--- src/sle_pkg.sv ---
`default_nettype none
// ----------------------------------------------------------------------------
// sle_pkg
// Shared types and constants for the serial line editor.
// ----------------------------------------------------------------------------
package sle_pkg;

    localparam int LINE_CAPACITY = 64;
    localparam int STORE_DEPTH   = 64;
    localparam int LINE_LIMIT    = (LINE_CAPACITY < STORE_DEPTH) ? LINE_CAPACITY : STORE_DEPTH;

    localparam logic [5:0] FILL_MAX = 6'(LINE_LIMIT - 1);

    localparam logic [7:0] CH_NUL   = 8'd0;
    localparam logic [7:0] CH_BELL  = 8'd7;
    localparam logic [7:0] CH_BS    = 8'd8;
    localparam logic [7:0] CH_LF    = 8'd10;
    localparam logic [7:0] CH_CR    = 8'd13;
    localparam logic [7:0] CH_SPACE = 8'd32;
    localparam logic [7:0] CH_DEL   = 8'd127;

    typedef enum logic [1:0] {
        OP_NONE,
        OP_STORE,
        OP_ERASE,
        OP_LINE
    } t_op;

    typedef struct packed {
        t_op        op;
        logic [7:0] rx_byte;
        logic       echo_en;
    } t_cmd;

    typedef struct packed {
        logic [1:0] echo_count;
        logic [7:0] echo_first;
        logic [7:0] echo_second;
        logic [7:0] echo_third;
        logic [7:0] line_byte;
        logic       line_valid;
        logic       line_done;
        logic [5:0] line_length;
        logic       last;
    } t_result;

endpackage
`default_nettype wire

--- src/serial_line_editor.sv ---
`default_nettype none
// ----------------------------------------------------------------------------
// serial_line_editor
// Line editor for a serial link: stores bytes, handles erase, echoes edits
// and reads out the completed line on CR.
// ----------------------------------------------------------------------------
//  Channel  | Handshake          | Payload
//  ---------+--------------------+------------------------------------------
//  input    | push / full        | i_rx_byte
//  result   | empty / pop        | o_echo_*, o_line_*, o_last
//  config   | i_cfg_we           | i_cfg_data (echo enable)
//
// Requests are queued, then registered; one is taken per cycle while the
// queue has room. A CR with n stored bytes gives n+1 results: the echo,
// then the n bytes from the line store, one per cycle unless the output
// stalls. Reset is synchronous and needs no clearing pass. Either side may
// stall freely; the two-entry queue and the result register decouple them.
// ----------------------------------------------------------------------------
module serial_line_editor import sle_pkg::*; (
    input  wire logic       i_clk,
    input  wire logic       i_rst_n,
    input  wire logic       i_cfg_we,
    input  wire logic       i_cfg_data,
    input  wire logic       push,
    output logic            full,
    input  wire logic [7:0] i_rx_byte,
    output logic            empty,
    input  wire logic       pop,
    output logic [1:0]      o_echo_count,
    output logic [7:0]      o_echo_first,
    output logic [7:0]      o_echo_second,
    output logic [7:0]      o_echo_third,
    output logic [7:0]      o_line_byte,
    output logic            o_line_valid,
    output logic            o_line_done,
    output logic [5:0]      o_line_length,
    output logic            o_last
);

    t_cmd    f_cmd;
    t_cmd    q_cmd;
    logic    q_push;
    logic    q_full;
    logic    q_pop;
    logic    q_empty;
    t_result res;

    sle_front u_front (
        .i_clk      (i_clk),
        .i_rst_n    (i_rst_n),
        .i_cfg_we   (i_cfg_we),
        .i_cfg_data (i_cfg_data),
        .push       (push),
        .full       (full),
        .i_rx_byte  (i_rx_byte),
        .i_q_full   (q_full),
        .o_q_push   (q_push),
        .o_cmd      (f_cmd)
    );

    sle_queue u_queue (
        .i_clk   (i_clk),
        .i_rst_n (i_rst_n),
        .i_push  (q_push),
        .i_cmd   (f_cmd),
        .o_full  (q_full),
        .i_pop   (q_pop),
        .o_empty (q_empty),
        .o_cmd   (q_cmd)
    );

    sle_back u_back (
        .i_clk     (i_clk),
        .i_rst_n   (i_rst_n),
        .i_q_empty (q_empty),
        .i_cmd     (q_cmd),
        .o_q_pop   (q_pop),
        .empty     (empty),
        .pop       (pop),
        .o_res     (res)
    );

    assign o_echo_count  = res.echo_count;
    assign o_echo_first  = res.echo_first;
    assign o_echo_second = res.echo_second;
    assign o_echo_third  = res.echo_third;
    assign o_line_byte   = res.line_byte;
    assign o_line_valid  = res.line_valid;
    assign o_line_done   = res.line_done;
    assign o_line_length = res.line_length;
    assign o_last        = res.last;

endmodule
`default_nettype wire

--- src/sle_front.sv ---
`default_nettype none
// ----------------------------------------------------------------------------
// sle_front
// Holds the echo setting, decodes each received byte into an editor command.
// ----------------------------------------------------------------------------
module sle_front import sle_pkg::*; (
    input  wire logic       i_clk,
    input  wire logic       i_rst_n,
    input  wire logic       i_cfg_we,
    input  wire logic       i_cfg_data,
    input  wire logic       push,
    output logic            full,
    input  wire logic [7:0] i_rx_byte,
    input  wire logic       i_q_full,
    output logic            o_q_push,
    output t_cmd            o_cmd
);

    logic r_echo_en;
    t_op  op;

    always_ff @(posedge i_clk) begin
        if (!i_rst_n) begin
            r_echo_en <= 1'b0;
        end else if (i_cfg_we) begin
            r_echo_en <= i_cfg_data;
        end
    end

    always_comb begin
        unique case (i_rx_byte) inside
            CH_CR:          op = OP_LINE;
            CH_NUL, CH_LF:  op = OP_NONE;
            CH_BS, CH_DEL:  op = OP_ERASE;
            default:        op = OP_STORE;
        endcase
    end

    assign full     = i_q_full;
    assign o_q_push = push && !i_q_full;
    // fields in struct order: op, rx_byte, echo_en
    assign o_cmd    = {op, i_rx_byte, r_echo_en};

endmodule
`default_nettype wire

--- src/sle_queue.sv ---
`default_nettype none
// ----------------------------------------------------------------------------
// sle_queue
// Two-entry command queue between the decoder and the executor.
// ----------------------------------------------------------------------------
module sle_queue import sle_pkg::*; (
    input  wire logic i_clk,
    input  wire logic i_rst_n,
    input  wire logic i_push,
    input  wire t_cmd i_cmd,
    output logic      o_full,
    input  wire logic i_pop,
    output logic      o_empty,
    output t_cmd      o_cmd
);

    t_cmd       r_slot [2];
    logic       r_wp;
    logic       r_rp;
    logic [1:0] r_cnt;
    logic       do_push;
    logic       do_pop;

    assign o_full  = (r_cnt == 2'd2);
    assign o_empty = (r_cnt == 2'd0);
    assign o_cmd   = r_slot[r_rp];
    assign do_push = i_push && !o_full;
    assign do_pop  = i_pop && !o_empty;

    always_ff @(posedge i_clk) begin
        if (!i_rst_n) begin
            r_wp  <= 1'b0;
            r_rp  <= 1'b0;
            r_cnt <= 2'd0;
        end else begin
            if (do_push) begin
                r_wp <= !r_wp;
            end
            if (do_pop) begin
                r_rp <= !r_rp;
            end
            r_cnt <= r_cnt + 2'(do_push) - 2'(do_pop);
        end
    end

    always_ff @(posedge i_clk) begin
        if (do_push) begin
            r_slot[r_wp] <= i_cmd;
        end
    end

endmodule
`default_nettype wire

--- src/sle_back.sv ---
`default_nettype none
// ----------------------------------------------------------------------------
// sle_back
// Executes editor commands: line store, fill count, echo and line readout,
// with a registered result stage.
// ----------------------------------------------------------------------------
module sle_back import sle_pkg::*; (
    input  wire logic i_clk,
    input  wire logic i_rst_n,
    input  wire logic i_q_empty,
    input  wire t_cmd i_cmd,
    output logic      o_q_pop,
    output logic      empty,
    input  wire logic pop,
    output t_result   o_res
);

    typedef enum logic {
        ST_IDLE,
        ST_READ
    } t_state;

    t_state     r_state, n_state;
    logic [5:0] r_fill, n_fill;
    logic [5:0] r_idx, n_idx;
    logic [5:0] r_len, n_len;
    t_result    r_out, n_out;
    logic       r_out_valid, n_out_valid;

    logic [7:0] r_mem [STORE_DEPTH];
    logic [7:0] r_rd_data;
    logic       wr_en;
    logic       ld_ok;
    logic       fin;

    assign ld_ok = !r_out_valid || pop;
    assign fin   = (r_idx + 6'd1 == r_len);

    always_comb begin
        n_state     = r_state;
        n_fill      = r_fill;
        n_idx       = r_idx;
        n_len       = r_len;
        n_out       = r_out;
        n_out_valid = r_out_valid && !pop;
        o_q_pop     = 1'b0;
        wr_en       = 1'b0;

        unique case (r_state)
            ST_IDLE: begin
                if (!i_q_empty && ld_ok) begin
                    o_q_pop     = 1'b1;
                    n_out_valid = 1'b1;
                    n_out       = '0;
                    n_out.last  = 1'b1;
                    unique case (i_cmd.op)
                        OP_STORE: begin
                            if (r_fill < FILL_MAX) begin
                                wr_en            = 1'b1;
                                n_fill           = r_fill + 6'd1;
                                n_out.echo_first = i_cmd.echo_en ? i_cmd.rx_byte : 8'd0;
                            end else begin
                                n_out.echo_first = i_cmd.echo_en ? CH_BELL : 8'd0;
                            end
                            n_out.echo_count = i_cmd.echo_en ? 2'd1 : 2'd0;
                        end
                        OP_ERASE: begin
                            if (r_fill != 6'd0) begin
                                n_fill = r_fill - 6'd1;
                                if (i_cmd.echo_en) begin
                                    n_out.echo_count  = 2'd3;
                                    n_out.echo_first  = CH_BS;
                                    n_out.echo_second = CH_SPACE;
                                    n_out.echo_third  = CH_BS;
                                end
                            end
                        end
                        OP_LINE: begin
                            if (i_cmd.echo_en) begin
                                n_out.echo_count  = 2'd2;
                                n_out.echo_first  = CH_CR;
                                n_out.echo_second = CH_LF;
                            end
                            n_len  = r_fill;
                            n_fill = 6'd0;
                            n_idx  = 6'd0;
                            if (r_fill == 6'd0) begin
                                n_out.line_done = 1'b1;
                            end else begin
                                n_out.last = 1'b0;
                                n_state    = ST_READ;
                            end
                        end
                        default: begin
                            // dropped byte: bare terminating request
                        end
                    endcase
                end
            end
            ST_READ: begin
                if (ld_ok) begin
                    n_out_valid      = 1'b1;
                    n_out            = '0;
                    n_out.line_byte  = r_rd_data;
                    n_out.line_valid = 1'b1;
                    if (fin) begin
                        n_out.line_done   = 1'b1;
                        n_out.line_length = r_len;
                        n_out.last        = 1'b1;
                        n_state           = ST_IDLE;
                    end else begin
                        n_idx = r_idx + 6'd1;
                    end
                end
            end
            default: n_state = ST_IDLE;
        endcase
    end

    always_ff @(posedge i_clk) begin
        if (!i_rst_n) begin
            r_state     <= ST_IDLE;
            r_fill      <= 6'd0;
            r_idx       <= 6'd0;
            r_len       <= 6'd0;
            r_out_valid <= 1'b0;
        end else begin
            r_state     <= n_state;
            r_fill      <= n_fill;
            r_idx       <= n_idx;
            r_len       <= n_len;
            r_out_valid <= n_out_valid;
        end
        r_out <= n_out;
    end

    // read address follows the next index, so the data matches r_idx in ST_READ
    always_ff @(posedge i_clk) begin
        if (wr_en) begin
            r_mem[r_fill] <= i_cmd.rx_byte;
        end
        r_rd_data <= r_mem[n_idx];
    end

    assign empty = !r_out_valid;
    assign o_res = r_out;

endmodule
`default_nettype wire
--- config.mk ---
export PLATFORM = sky130hd
export DESIGN_NAME = serial_line_editor
export DESIGN_NICKNAME = d
export VERILOG_FILES = /design/src/sle_pkg.sv /design/src/serial_line_editor.sv /design/src/sle_front.sv /design/src/sle_queue.sv /design/src/sle_back.sv
export SDC_FILE = /design/constraint.sdc
export NUM_CORES = 1
export LEC_CHECK = 0
export ABC_AREA = 1
export BUFFER_PORTS_ARGS = -buffer_cell sky130_fd_sc_hd__buf_4
export CORE_ASPECT_RATIO = 1.1
export CORE_MARGIN = 5
export CORE_UTILIZATION = 30
export CTS_CLUSTER_DIAMETER = 80
export DETAILED_ROUTE_END_ITERATION = 7
export GPL_ROUTABILITY_DRIVEN = 1
export SLEW_MARGIN = 30
export SYNTH_ARGS = -nofsm -noshare
export SYNTH_HDL_FRONTEND = slang
export SYNTH_SLANG_ARGS = --single-unit
--- constraint.sdc ---
create_clock -name i_clk -period 5.5 [get_ports i_clk]
set_input_delay 1.1 -clock i_clk [delete_from_list [all_inputs] [get_ports i_clk]]
set_output_delay 1.1 -clock i_clk [all_outputs]
set_load 0.02 [all_outputs]
# ---- After elaboration in Yosys (flattened, before gate mapping)
# Memory sizes are Yosys's and may differ from the RTL's. A register that Yosys moved wholly into a read port is not among the register bits.
# Index checks and enable logic that the tools add are counted.
dict set report totals {
  ramBits 534
  out_inout_bits 45
  word_cells 109
  n_memories 2
  reg_bits 68
}
# memory words word_bits rd rd_clocked_by_memory_dff wr line
set memory_table {}
lappend memory_table {u_back.r_mem 64 8 1 1 1 sle_back.sv:30} ;# logic [7:0] r_mem [STORE_DEPTH];
lappend memory_table {u_queue.r_slot 2 11 1 1 1 sle_queue.sv:17} ;# t_cmd r_slot [2];
dict set report classes {
  n_mux 47
  add_sub_neg 5
  magnitude_cmp 1
  bitwise 1
  eq_ne 13
  n_reduce_logical 22
}
# cell n
set ops {}
lappend ops {{43-bit 2-to-1 mux} 2}
lappend ops {{43-bit case mux with 2 select lines} 1}
lappend ops {{26-bit 2-to-1 mux} 2}
lappend ops {{6-bit 2-to-1 mux} 6}
lappend ops {{8-bit 2-to-1 mux} 4}
lappend ops {{10-bit case mux with 3 select lines} 1}
lappend ops {{8-bit by 4-bit equality test with 1-bit output (second input constant)} 3}
lappend ops {{1-bit 2-to-1 mux} 23}
lappend ops {{18-bit 2-to-1 mux} 1}
lappend ops {{6-bit case mux with 3 select lines} 1}
lappend ops {{8-bit case mux with 2 select lines} 1}
lappend ops {{6-bit by 1-bit adder with 6-bit output (second input constant)} 2}
lappend ops {{6-bit case mux with 2 select lines} 1}
lappend ops {{8-bit by 7-bit equality test with 1-bit output (second input constant)} 1}
lappend ops {{8-bit logical NOT} 1}
lappend ops {{2-bit equality test (second input constant)} 3}
lappend ops {{6-bit equality test} 1}
lappend ops {{1-bit logical NOT} 6}
lappend ops {{6-bit logical NOT} 1}
lappend ops {{6-bit less-than comparator (second input constant)} 1}
lappend ops {{2-bit by 1-bit inequality test with 1-bit output (second input constant)} 3}
lappend ops {{2-bit case mux with 3 select lines} 1}
lappend ops {{6-bit nonzero test} 1}
lappend ops {{6-bit by 1-bit subtractor with 6-bit output (second input constant)} 1}
lappend ops {{15 further kinds} 21}

# ---- Longest topological paths before layout
# Gate-level depths: netlist (run 1).
dict set report depth {
  ltp_word 8
  depth_mapped 22
  ltp_nobuf 20
}

# ---- Modules after synthesis
# A second synthesis (run 1) with hierarchy kept.
dict set report unflattened {
  cells_unflattened 2613
  hier_area_um2 26874.5
}
# mod seq_area_each_um2 area_per_inst_um2 cells_per_inst n_inst
set modules_own_cells {}
lappend modules_own_cells {sle_back 16836.1 25548.3 2493 1}
lappend modules_own_cells {sle_queue 760.7 1081.0 72 1}
lappend modules_own_cells {sle_front 20.0 245.2 48 1}

# ---- Worst setup path before layout (run 1)
# Ideal clock, no wire load.
dict set report synth_path {
  path_kind {input -> register}
  startpoint {input port pop}
  endpoint {register u_back.r_out (netlist bit u_back.o_res[0]), enable pin}
  path_stages 2
  t_arrival_ps 3354
  setup_slack_ps 1686
  setup_time_ps 461
  cell_sequence {nor2_1 > o21ai_0}
}
dict set report synth_between {
  elab_chain_cells 4
}
# item line
set synth_rtl {}
lappend synth_rtl {{from (decl)} serial_line_editor.sv:28} ;# input wire logic pop,
lappend synth_rtl {{1-bit logical OR (*)} sle_back.sv:36} ;# assign ld_ok = !r_out_valid || pop;
lappend synth_rtl {{1-bit logical AND} sle_back.sv:51} ;# if (!i_q_empty && ld_ok) begin
lappend synth_rtl {{2-bit by 1-bit inequality test with 1-bit output (no source line)} -}
lappend synth_rtl {{2-bit AND reduction (no source line) (*)} -}
lappend synth_rtl {{to (signal assigned)} sle_back.sv:134} ;# r_out <= n_out;
lappend synth_rtl {{to (decl)} sle_back.sv:27} ;# t_result r_out, n_out;
# Mark *: on every way between the ends. The rest lies on a longest branch, timed or not.
# A chain may end at the register's enable or synchronous reset.

# ---- Worst setup path after layout (run 1)
dict set report layout_path {
  startpoint {input port pop}
  endpoint {register u_back.r_rd_data[4], read port of u_back.r_mem}
}
dict set report layout_between {
  elab_chain_cells 4
}
# item line
set layout_rtl {}
lappend layout_rtl {{1-bit logical OR (*)} sle_back.sv:36}
lappend layout_rtl {{1-bit logical AND} sle_back.sv:51}
lappend layout_rtl {{6-bit 2-to-1 mux} sle_back.sv:51}
lappend layout_rtl {{6-bit case mux with 2 select lines (*)} sle_back.sv:49} ;# unique case (r_state)
lappend layout_rtl {{to (decl)} sle_back.sv:31} ;# logic [7:0] r_rd_data;
# Marked as above.

==> metrics.md, run 1 <==
| Metric | Value |
|---|---|
| Outcome | `completed` |
| Register area | `17,600 µm²` |
| Vias in the first global route | `17.6k` |
| Layout filler cell count | `8,956` |
| Core area | `88,900 µm²` |
| HP Class | `reg -> reg` |
| Dpl hpwl | `just over 40,000 µm` |
| Post_cts resized | `0` |
| TritonCTS clock tree | `done` |
| Post-DR vias/cell | `4.84` |
| Clock root buffer | `clkbuf_16` |
| Critical path's top delay family | `simple AND/OR/NAND/NOR gates` |
| Overflow after GRT | `0` |
| Die Footprint | `between 90,000 and 100,000 µm²` |
| Setup TNS | `0 ns` |
| Final Hold Viols | `0` |
| I/O pin cnt | `59` |
| Crit path capture type | `flop` |
| Max-Cap Viols | `0` |
| Clk sinks | `598` |
| Global placement routability congestion | `0.824` |
| # hold bufs at CTS | `0` |
| Antenna viol nets, final | `0` |
| Max stage delay on crit path | `0.50 ns` |
| Slew HR | `0.302` |
| Post-CTS setup repair buffer count | `0` |
| Post-synthesis sequential area ratio | `0.658` |
| Pwr dens | `518 nW/µm²` |
| Final slew viol count | `0` |
| Tmin final | `3.99 ns` |
| Unrepaired setup endpoints after global routing | `no` |
| Slowest CP cell | `buf_12` |
| First-pass GRT wire length | `107,000 µm` |
| DRC Markers | `0` |
| Critical Path Fanout Max | `129` |
| Initial antenna violation count | `0` |
| WP buf/inv | `5` |
| Site row count | `~120` |
| Area grow syn2layout | `13.7%` |
| Maximum VDD drop | `approximately 0.38 mV` |
| Worst Clk Skew | `0.0320 ns` |
| Final Setup Violations | `0` |
| Final Routed Wirelength | `between 70,000 and 80,000 µm` |
| Die width | `295 µm` |
| Drt pass-1 iters | `6` |
| Fin crit share | `0.725` |
| Post-Syn Area | `around 27,000 µm²` |
| Most frequent CP cell | `nand3_1` |
| Finished Core Util | `0.342` |
| CP Class | `in -> reg` |
| Fmax achieved | `approximately 250 MHz` |
| Share of layout cells above drive strength 1 | `0.0810` |
| Post-Synthesis Cells | `approximately 2.6k` |
| Vias | `18.5k` |
| Yosys cell types | `42` |
| CP Cell Sequence | `buf_4, nor2_1, a21oi_1, inv_1, nor2_2, inv_2, nor2_2, inv_4, nand3_4, buf_12, nand3_1, nand3_1, nand3_1, nand3_1, nand3_1, nand2_1` |
| Worst Max-Slew Pin Slew | `1.05 ns` |
| Syn Area/Cell | `between 10 and 15 µm²` |
| Htree depth | `3` |
| Largest net degree at the start of global routing | `around 180` |
| Diodes inserted | `0` |
| Critical Path AT | `roughly 4.5 ns` |
| Die height | `323 µm` |
| Clock slew at reported path FFs | `0.06 ns` |
| Lkg Pwr | `0.0123 µW` |
| Clock Latency Late Sink | `just over 0.6 ns` |
| Worst-case clock buffer depth | `3` |
| All-layer global routing usage | `0.144` |
| Synthesis Warnings | `0` |
| FF+latch count, synth | `598` |
| DRT iter0 DRCs | `roughly 2k` |
| WP data required | `6.03 ns` |
| IO buf count | `46` |
| Startpoint class of the critical path | `input pin` |
| Area of the multi-input gates | `6590 µm²` |
| Final net count | `2,629` |
| WL/cell | `18.4 µm` |
| CTS Buf Count | `66` |
| Starting Density | `0.301` |
## synthesized netlist by cell type, drive strengths merged
master / n / area [µm²]
nor4: 1 / 6.26
a22oi: 1 / 7.51
buf: 103 / 578
edfxtp: 564 / 16900
nand3b: 1 / 7.51
nand3: 437 / 2200
nor3: 11 / 55.1
o22ai: 1 / 6.26
nor3b: 1 / 7.51
nand4: 184 / 1150
conb: 1 / 3.75
or2: 3 / 18.8
a21oi: 29 / 153
clkbuf: 63 / 236
inv: 507 / 1900
o21ai: 99 / 503
o21bai: 1 / 7.51
mux2i: 1 / 10.0
o211ai: 9 / 72.6
a211oi: 4 / 30.0
o31ai: 2 / 15.0
ha: 7 / 87.6
xor2: 2 / 17.5
o21a: 2 / 15.0
nand2: 415 / 1570
nor2: 116 / 443
a31oi: 1 / 6.26
fa: 1 / 20.0
dfxtp: 34 / 681
clkinv: 2 / 7.51
## per-layer routing
layer / vias to the layer above / track usage / wire, µm
li1: 8770 / - / -
met1: 8905 / 0.195 / 29500
met2: 709 / 0.238 / 33900
met3: 119 / 0.0208 / 4700
met4: 0 / 0.0548 / 2420
met5: - / 0 / 0
## state kept, by name (all words and copies together) (netlist names), named ones only
register	count
u_queue.r_rp	1
u_back.o_res	30
u_back.r_len	6
u_back.r_idx	6
u_front.r_echo_en	1
u_back.r_state	1
u_back.r_out_valid	1
u_queue.r_wp	1
u_back.r_mem	512
u_back.r_rd_data	8
u_queue.r_cnt	2
u_queue.r_slot	22
u_back.r_fill	6
## power breakdown
group | switching (µW) | total (µW) | internal (µW)
clock | 1750 | 4280 | 2530
sequential | 190 | 6060 | 5870
combinational | 4040 | 5400 | 1370
## worst paths after layout
check | startpoint | end | slack, ns | cells past startpoint
max reg2reg | flop | u_back.r_rd_data[4] | 1.53 | 15
min | u_queue.r_cnt[1] | u_queue.r_cnt[1] | 0.45 | 1
min reg2reg | u_queue.r_cnt[1] | u_queue.r_cnt[1] | 0.45 | 1
max | pop | u_back.r_rd_data[4] | 1.51 | 16
## cells in the final DEF, fill, tap and decap left out, drive strengths merged
cell type,netlist,routed
a211oi,4,4
a21oi,29,29
a22oi,1,1
a31oi,1,1
buf,103,83
bufinv,0,2
clkbuf,63,91
clkinv,2,25
conb,1,20
dfxtp,34,34
edfxtp,564,564
fa,1,1
ha,7,7
inv,507,507
mux2i,1,1
nand2,415,415
nand3,437,437
nand3b,1,1
nand4,184,184
nor2,116,116
nor3,11,11
nor3b,1,1
nor4,1,1
o211ai,9,9
o21a,2,2
o21ai,99,99
o21bai,1,1
o22ai,1,1
o31ai,2,2
or2,3,3
xor2,2,2
## layout make-up
type,count,area share
clock buffers,91,0.0633
flip-flops and latches,598,0.579
well taps,1170,0.0481
inverters,509,0.0630
multi-input cells,1349,0.217
repair buffers,83,0.0246
clock inverters,25,0.00522
## metrics by stage
step | instance area [µm²] | std cells | worst slack (ns) | total power [µW] | hold WS [ns]
after global placement | 28300 | 3709 | 0.969 | 11500 | 0.432
after CTS | 30400 | 3825 | 1.55 | 15800 | 0.457
after floorplan | 26800 | 2622 | 1.69 | 9490 | 0.403
after global routing | 30400 | 3825 | 1.26 | 16500 | 0.477
after detailed placement | 28300 | 3709 | 0.991 | 11600 | 0.448
final | 30400 | 3825 | 1.51 | 15700 | 0.452
## kinds of logic after synthesis
logic type,count (synthesis),synth area share
AO/OA/AOI/OAI,149,0.0305
XOR/XNOR,2,0.000655
adder cells (fa/ha/maj),8,0.00402
buffers and inverters,675,0.102
flip-flops,598,0.658
multiplexers,1,0.000374
other,1,0.000140
AND/OR/NAND/NOR,1169,0.204
## worst register-to-register path, stage by stage, from the launching register on
cell and delay, ns:
dfxtp_1 0.47, inv_2 0.25, or2_1 0.14, o21ai_2 0.09, nor2_2 0.21, inv_2 0.10, nor2_2 0.48, inv_4 0.36
nand3_4 0.21, buf_12 0.51, nand3_1 0.31, nand3_1 0.14, nand3_1 0.17, nand3_1 0.21, nand3_1 0.16, nand2_1 0.10
(Power assumes the default switching activity.)
==> run 2: changes to the inputs <==
- clock period: 5.5 -> 3.55 ns (I/O delays scaled with it)
==> metrics.md, run 2 (synthesized netlist as in run 1, its figures left out) <==
| Metric | Value |
|---|---|
| Outcome | `completed` |
| Pwr dens | `774 nW/µm² (+49%)` |
| Area grow syn2layout | `16.2%` |
| Clock Latency Late Sink | `0.63 ns (+0.02 ns)` |
| Maximum VDD drop | `0.435 mV (+14%)` |
| Setup TNS | `0 ns (unchanged)` |
| Worst Max-Slew Pin Slew | `0.943 ns (-0.105 ns)` |
| Total power | `24,000 µW (+53%)` |
| Post-DR vias/cell | `4.78 (-1.3%)` |
| Core area | `88,900 µm² (unchanged)` |
| Final net count | `2,715 (+3.3%)` |
| Die Footprint | `95,300 µm² (unchanged)` |
| Overflow after GRT | `0 (unchanged)` |
| I/O pin cnt | `59 (unchanged)` |
| Unrepaired setup endpoints after global routing | `no` |
| Clock power share | `0.255 (-0.017)` |
| Share of layout cells above drive strength 1 | `0.108 (+0.0265)` |
| Die width | `295 µm (unchanged)` |
| CP Class | `reg -> reg` |
| Die height | `323 µm (unchanged)` |
| Reg power frac | `0.387 (+0.002)` |
| Site row count | `115 (unchanged)` |
| Crit path capture type | `flop` |
| Switch share | `0.375 (-0.00503)` |
| Max FFs per register | `512 (unchanged)` |
| # hold bufs at CTS | `0 (unchanged)` |
| All-layer global routing usage | `0.146 (+0.00119)` |
| Final Routed Wirelength | `71,300 µm (+1.1%)` |
| Fin Hold WS | `0.267 ns (-0.185 ns)` |
| Top reg by flops | `u_back.r_mem` |
| Final slew viol count | `0 (unchanged)` |
| Fin crit share | `0.911` |
| Lkg Pwr | `0.0127 µW (+3.7%)` |
| Critical Path AT | `3.81 ns (-0.71 ns)` |
| First-pass GRT wire length | `108,000 µm (+1.0%)` |
| CTS Buf Count | `61 (-7.6%)` |
| Clock root buffer | `clkbuf_16` |
| Largest net degree at the start of global routing | `102 (-42%)` |
| Worst-case clock buffer depth | `3 (unchanged)` |
| Worst Clk Skew | `0.0196 ns (-0.0124 ns)` |
| Tmin final | `3.24 ns` |
| P_int | `15,000 µW (+54%)` |
| Most common cell after layout, fill and taps aside | `edfxtp_1` |
| Antenna viol nets, final | `0 (unchanged)` |
| Diodes inserted | `0 (unchanged)` |
| IO buf count | `46 (unchanged)` |
| Combinational fraction of design power | `0.358 (+0.015)` |
| TritonCTS clock tree | `done` |
| Htree depth | `2 (-1)` |
| Finished Layout Cells | `3,914 (+2.3%)` |
| WL/cell | `18.2 µm (-1.2%)` |
| Final Setup Violations | `0 (unchanged)` |
| HP Class | `in -> reg` |
| Dpl hpwl | `44,200 µm (+8.7%)` |
| Startpoint class of the critical path | `flop` |
| DRC Markers | `0 (unchanged)` |
| Vias in the first global route | `17.9k (+1.6%)` |
| HP Start | `i_cfg_we` |
| Global placement routability congestion | `0.911 (+11%)` |
| Starting Density | `0.301 (unchanged)` |
| Critical Path Fanout Max | `53 (-59%)` |
| Start of the worst register-to-register path | `u_back.r_idx[1]` |
| Most frequent cells in the layout | `edfxtp_1 (564), inv_1 (495), nand3_1 (433), nand2_1 (406), nand4_1 (184)` |
| Placed cells | `3,800 (+2.5%)` |
| Final Hold Viols | `0 (unchanged)` |
| Fmax achieved | `309 MHz` |
| Clock slew at reported path FFs | `0.06 ns (about the same)` |
| Vias | `18.7k (+1.0%)` |
| Slew HR | `0.369 (+0.0676)` |
| Drt pass-1 iters | `6 (unchanged)` |
| Clk sinks | `598 (unchanged)` |
| Initial antenna violation count | `0 (unchanged)` |
| Layout filler cell count | `8,885 (-0.79%)` |
| Worst Setup SP | `u_back.r_idx[1]` |
| Max-Cap Viols | `0 (unchanged)` |
| Sw Pwr | `9010 µW (+51%)` |
| Post-CTS setup repair buffer count | `0 (unchanged)` |
| DRT iter0 DRCs | `1,645 (-16%)` |
| WP data required | `4.12 ns (-1.91 ns)` |
==> run 2: cell types whose count changed in the layout (fill, tap and decap cells not counted), moves of 4 or more <==
cell,delta
buf_12,+15
buf_4,+75
clkbuf_16,-12
clkinv_1,+5
nor2_1,+4
nor2_2,-4
nor3_1,+4
nor3_2,-4
==> run 2: worst paths after layout <==
kind                                       endpoint  slack (ns)  cells past startpoint
worst max-delay path            u_back.r_rd_data[6]        0.31                     20
worst max register to register  u_back.r_rd_data[6]        0.31                     20
worst min-delay path              u_front.r_echo_en        0.27                      2
worst min register to register     u_queue.r_cnt[1]        0.45                      1
==> run 2: area by class of cell <==
| class | instances | area [µm²] | share of cell area |
|---|---|---|---|
| Clock inverter | 35 | 249 | 0.00801 |
| Sequential cell | 598 | 17600 | 0.567 |
| Clock buffer | 79 | 1640 | 0.0529 |
| Multi-Input combinational cell | 1349 | 6550 | 0.211 |
| Timing Repair Buffer | 174 | 1640 | 0.0527 |
| Inverter | 509 | 1920 | 0.0616 |
| Tap cell | 1170 | 1460 | 0.0471 |
==> run 2: what timing repair did <==
item,in CTS,in global routing
setup endpoints to repair,0,5
resized for setup,0,3
endpoints found under the hold margin,0,0
==> run 2: layer usage <==
metal  up-vias  part of all wire  global-route usage
li1       8943                 -                   -
met1      8983              0.40               0.188
met2       604              0.50               0.248
met3       162             0.060              0.0218
met4         0             0.041              0.0563
met5         -                 0                   0
==> run 2: critical path: stages (launching register included) <==
cell and delay, ns:
dfxtp_1 0.43, ha_1 0.27, nand2_1 0.10, nand2_1 0.10
nand2_1 0.05, nand2_1 0.05, nand2_1 0.05, nor2_1 0.15
nand3_2 0.19, nand2_4 0.17, nand2_1 0.11, nand3_4 0.11
buf_16 0.29, buf_12 0.23, buf_12 0.16, nand3_1 0.08
nand3_1 0.08, nand3_1 0.13, nand3_1 0.21, nand3_1 0.12
nand2_1 0.08
==> run 2: stage by stage <==
stage	setup WS, ns	instance area (µm²)	utilization
global placement	0.228	29200	0.328
global route	0.0209	31100	0.350
finish	0.315	31100	0.350
floorplan	0.126	26800	-
detailed placement	0.210	29200	0.328
CTS	0.206	31100	0.349
==> run 2: power groups by stage <==
stage               clock, µW  sequential, µW  combinational [µW]
floorplan                   0            9650                5060
global route             6560            9350                9380
detailed placement          0            9470                8620
finish                   6130            9320                8600
global placement            0            9460                8570
CTS                      6250            9320                8650
==> run 3: changes to the inputs <==
- CORE_UTILIZATION: 30 -> 57
- PLACE_DENSITY: default -> 0.76
==> metrics.md, run 3 (synthesized netlist as in run 1, its figures left out) <==
| Metric | Value |
|---|---|
| Clk sinks | `598 (unchanged)` |
| Most common cell after layout, fill and taps aside | `edfxtp_1` |
| Largest net degree at the start of global routing | `137 (+34%)` |
| CP Class | `reg -> reg` |
| Combinational fraction of design power | `0.353 (-0.005)` |
| Starting Density | `0.575 (+0.274)` |
| CTS Buf Count | `59 (-3.3%)` |
| Global placement routability congestion | `0.878 (-3.6%)` |
| Top reg by flops | `u_back.r_mem` |
| Setup TNS | `0 ns (unchanged)` |
| # hold bufs at CTS | `0 (unchanged)` |
| First-pass GRT wire length | `108,000 µm (about the same)` |
| Clock Latency Late Sink | `0.63 ns (about the same)` |
| Design Area, Final | `30,100 µm² (-3.2%)` |
| Switch share | `0.375 (about the same)` |
| Die height | `237 µm (-27%)` |
| Clock power share | `0.266 (+0.011)` |
| Placed cells | `3,182 (-16%)` |
| Reg power frac | `0.381 (-0.006)` |
| Diodes inserted | `0 (unchanged)` |
| Worst Max-Slew Pin Slew | `0.981 ns (+0.0387 ns)` |
| DRC Markers | `0 (unchanged)` |
| Drt pass-1 iters | `6 (unchanged)` |
| Area grow syn2layout | `12.4%` |
| Critical Path Fanout Max | `136 (+160%)` |
| Final Routed Wirelength | `70,600 µm (-0.93%)` |
| WP data required | `4.06 ns (-0.06 ns)` |
| Worst Clk Skew | `0.0214 ns (+0.00179 ns)` |
| Vias in the first global route | `18.8k (+5.0%)` |
| Finished Core Util | `0.647 (+0.297)` |
| Overflow after GRT | `0 (unchanged)` |
| Core area | `46,500 µm² (-48%)` |
| Pwr dens | `809 nW/µm² (+4.6%)` |
| Max FFs per register | `512 (unchanged)` |
| Sw Pwr | `9130 µW (+1.4%)` |
| IO buf count | `46 (unchanged)` |
| Startpoint class of the critical path | `flop` |
| Tmin final | `3.37 ns (+0.135 ns)` |
| Finished Layout Cells | `3,293 (-16%)` |
| Final slew viol count | `0 (unchanged)` |
| Layout filler cell count | `3,557 (-60%)` |
| Worst-case clock buffer depth | `3 (unchanged)` |
| HP Class | `in -> reg` |
| Critical Path AT | `3.88 ns (+0.07 ns)` |
| I/O pin cnt | `59 (unchanged)` |
| Maximum VDD drop | `0.859 mV (+97%)` |
| Final net count | `2,672 (-1.6%)` |
| Share of layout cells above drive strength 1 | `0.0967 (-0.0108)` |
| TritonCTS clock tree | `done` |
| Die Footprint | `51,400 µm² (-46%)` |
| Fmax achieved | `297 MHz (-4.0%)` |
| Antenna viol nets, final | `0 (unchanged)` |
| Most frequent cells in the layout | `edfxtp_1 (564), inv_1 (495), nand3_1 (433), nand2_1 (406), nand4_1 (184)` |
| Htree depth | `2 (unchanged)` |
| Clock root buffer | `clkbuf_16` |
| Final Setup Violations | `0 (unchanged)` |
| Dpl cell area | `28,000 µm² (-4.0%)` |
| Max-Cap Viols | `0 (unchanged)` |
| WL/cell | `21.5 µm (+18%)` |
| Site row count | `83 (-28%)` |
| Area of the multi-input gates | `6560 µm² (+0.15%)` |
| Post-DR vias/cell | `5.91 (+24%)` |
| DRT iter0 DRCs | `2,708 (+65%)` |
| Initial antenna violation count | `0 (unchanged)` |
| Outcome | `completed` |
| Dpl hpwl | `42,700 µm (-3.4%)` |
| Die width | `217 µm (-27%)` |
| Final Hold Viols | `0 (unchanged)` |
| Crit path capture type | `flop` |
| All-layer global routing usage | `0.270 (+0.124)` |
| Clock slew at reported path FFs | `0.06 ns (about the same)` |
| P_int | `15,200 µW (+1.2%)` |
| Vias | `19.5k (+4.1%)` |
| Fin crit share | `0.949 (+0.0381)` |
| Lkg Pwr | `0.0125 µW (-1.8%)` |
| Register area | `17,600 µm² (about the same)` |
| Slew HR | `0.343 (-0.0258)` |
==> run 3: path summary, 6_finish.rpt <==
path / start / to / slack, ns / cells after the start
min: i_cfg_we / u_front.r_echo_en / 0.29 / 2
min reg2reg: u_front.r_echo_en / u_queue.r_slot[0][0] / 0.48 / 0
max: u_back.r_idx[1] / u_back.r_rd_data[2] / 0.18 / 17
max reg2reg: u_back.r_idx[1] / u_back.r_rd_data[2] / 0.18 / 17
==> run 3: final cells by class <==
type,count,area share
Sequential cell,598,0.586
Timing Repair Buffer,133,0.0405
Clock buffer,69,0.0520
Multi-Input combinational cell,1349,0.218
Inverter,509,0.0638
Clock inverter,40,0.0151
Tap cell,595,0.0248
==> run 3: per-stage QoR <==
step	power (µW)	worst slack (ns)	hold WS, ns
floorplan	14700	0.126	0.403
global placement	17600	0.174	0.438
detailed placement	17800	0.157	0.454
CTS	24200	0.218	0.254
global route	25400	-0.0113	0.272
finish	24300	0.180	0.289
==> run 3: metal layers <==
layer | track usage | share of wire
met3 | 0.0475 | 0.096
met5 | 0 | 0
met1 | 0.365 | 0.38
met2 | 0.436 | 0.48
met4 | 0.117 | 0.045
==> run 3: critical path: stages, from the launching register on <==
cell and delay, ns:
dfxtp_1 0.42, ha_2 0.27, nand2_1 0.08, nand2_1 0.12, nand2_1 0.06, nand2_1 0.05
nand2_1 0.05, nor2_1 0.18, nand3_2 0.22, nand3_4 0.17, buf_16 0.39, nand4_1 0.16
nand3_1 0.13, nand3_1 0.16, nand3_1 0.15, nand3_1 0.17, nand3_1 0.19, nand2_1 0.08
==> run 3: timing repair <==
item | 4_1_cts | 5_1_grt
setup buffers | 0 | 1
endpoints found under the setup margin | 0 | 7
resized for setup | 0 | 5
==> run 3: power by group through the flow <==
stage               logic, µW  registers, µW  clock network (µW)
global placement         8180           9400                   0
CTS                      8410           9270                6540
detailed placement       8360           9420                   0
floorplan                5060           9650                   0
global route             9290           9310                6840
finish                   8600           9280                6470
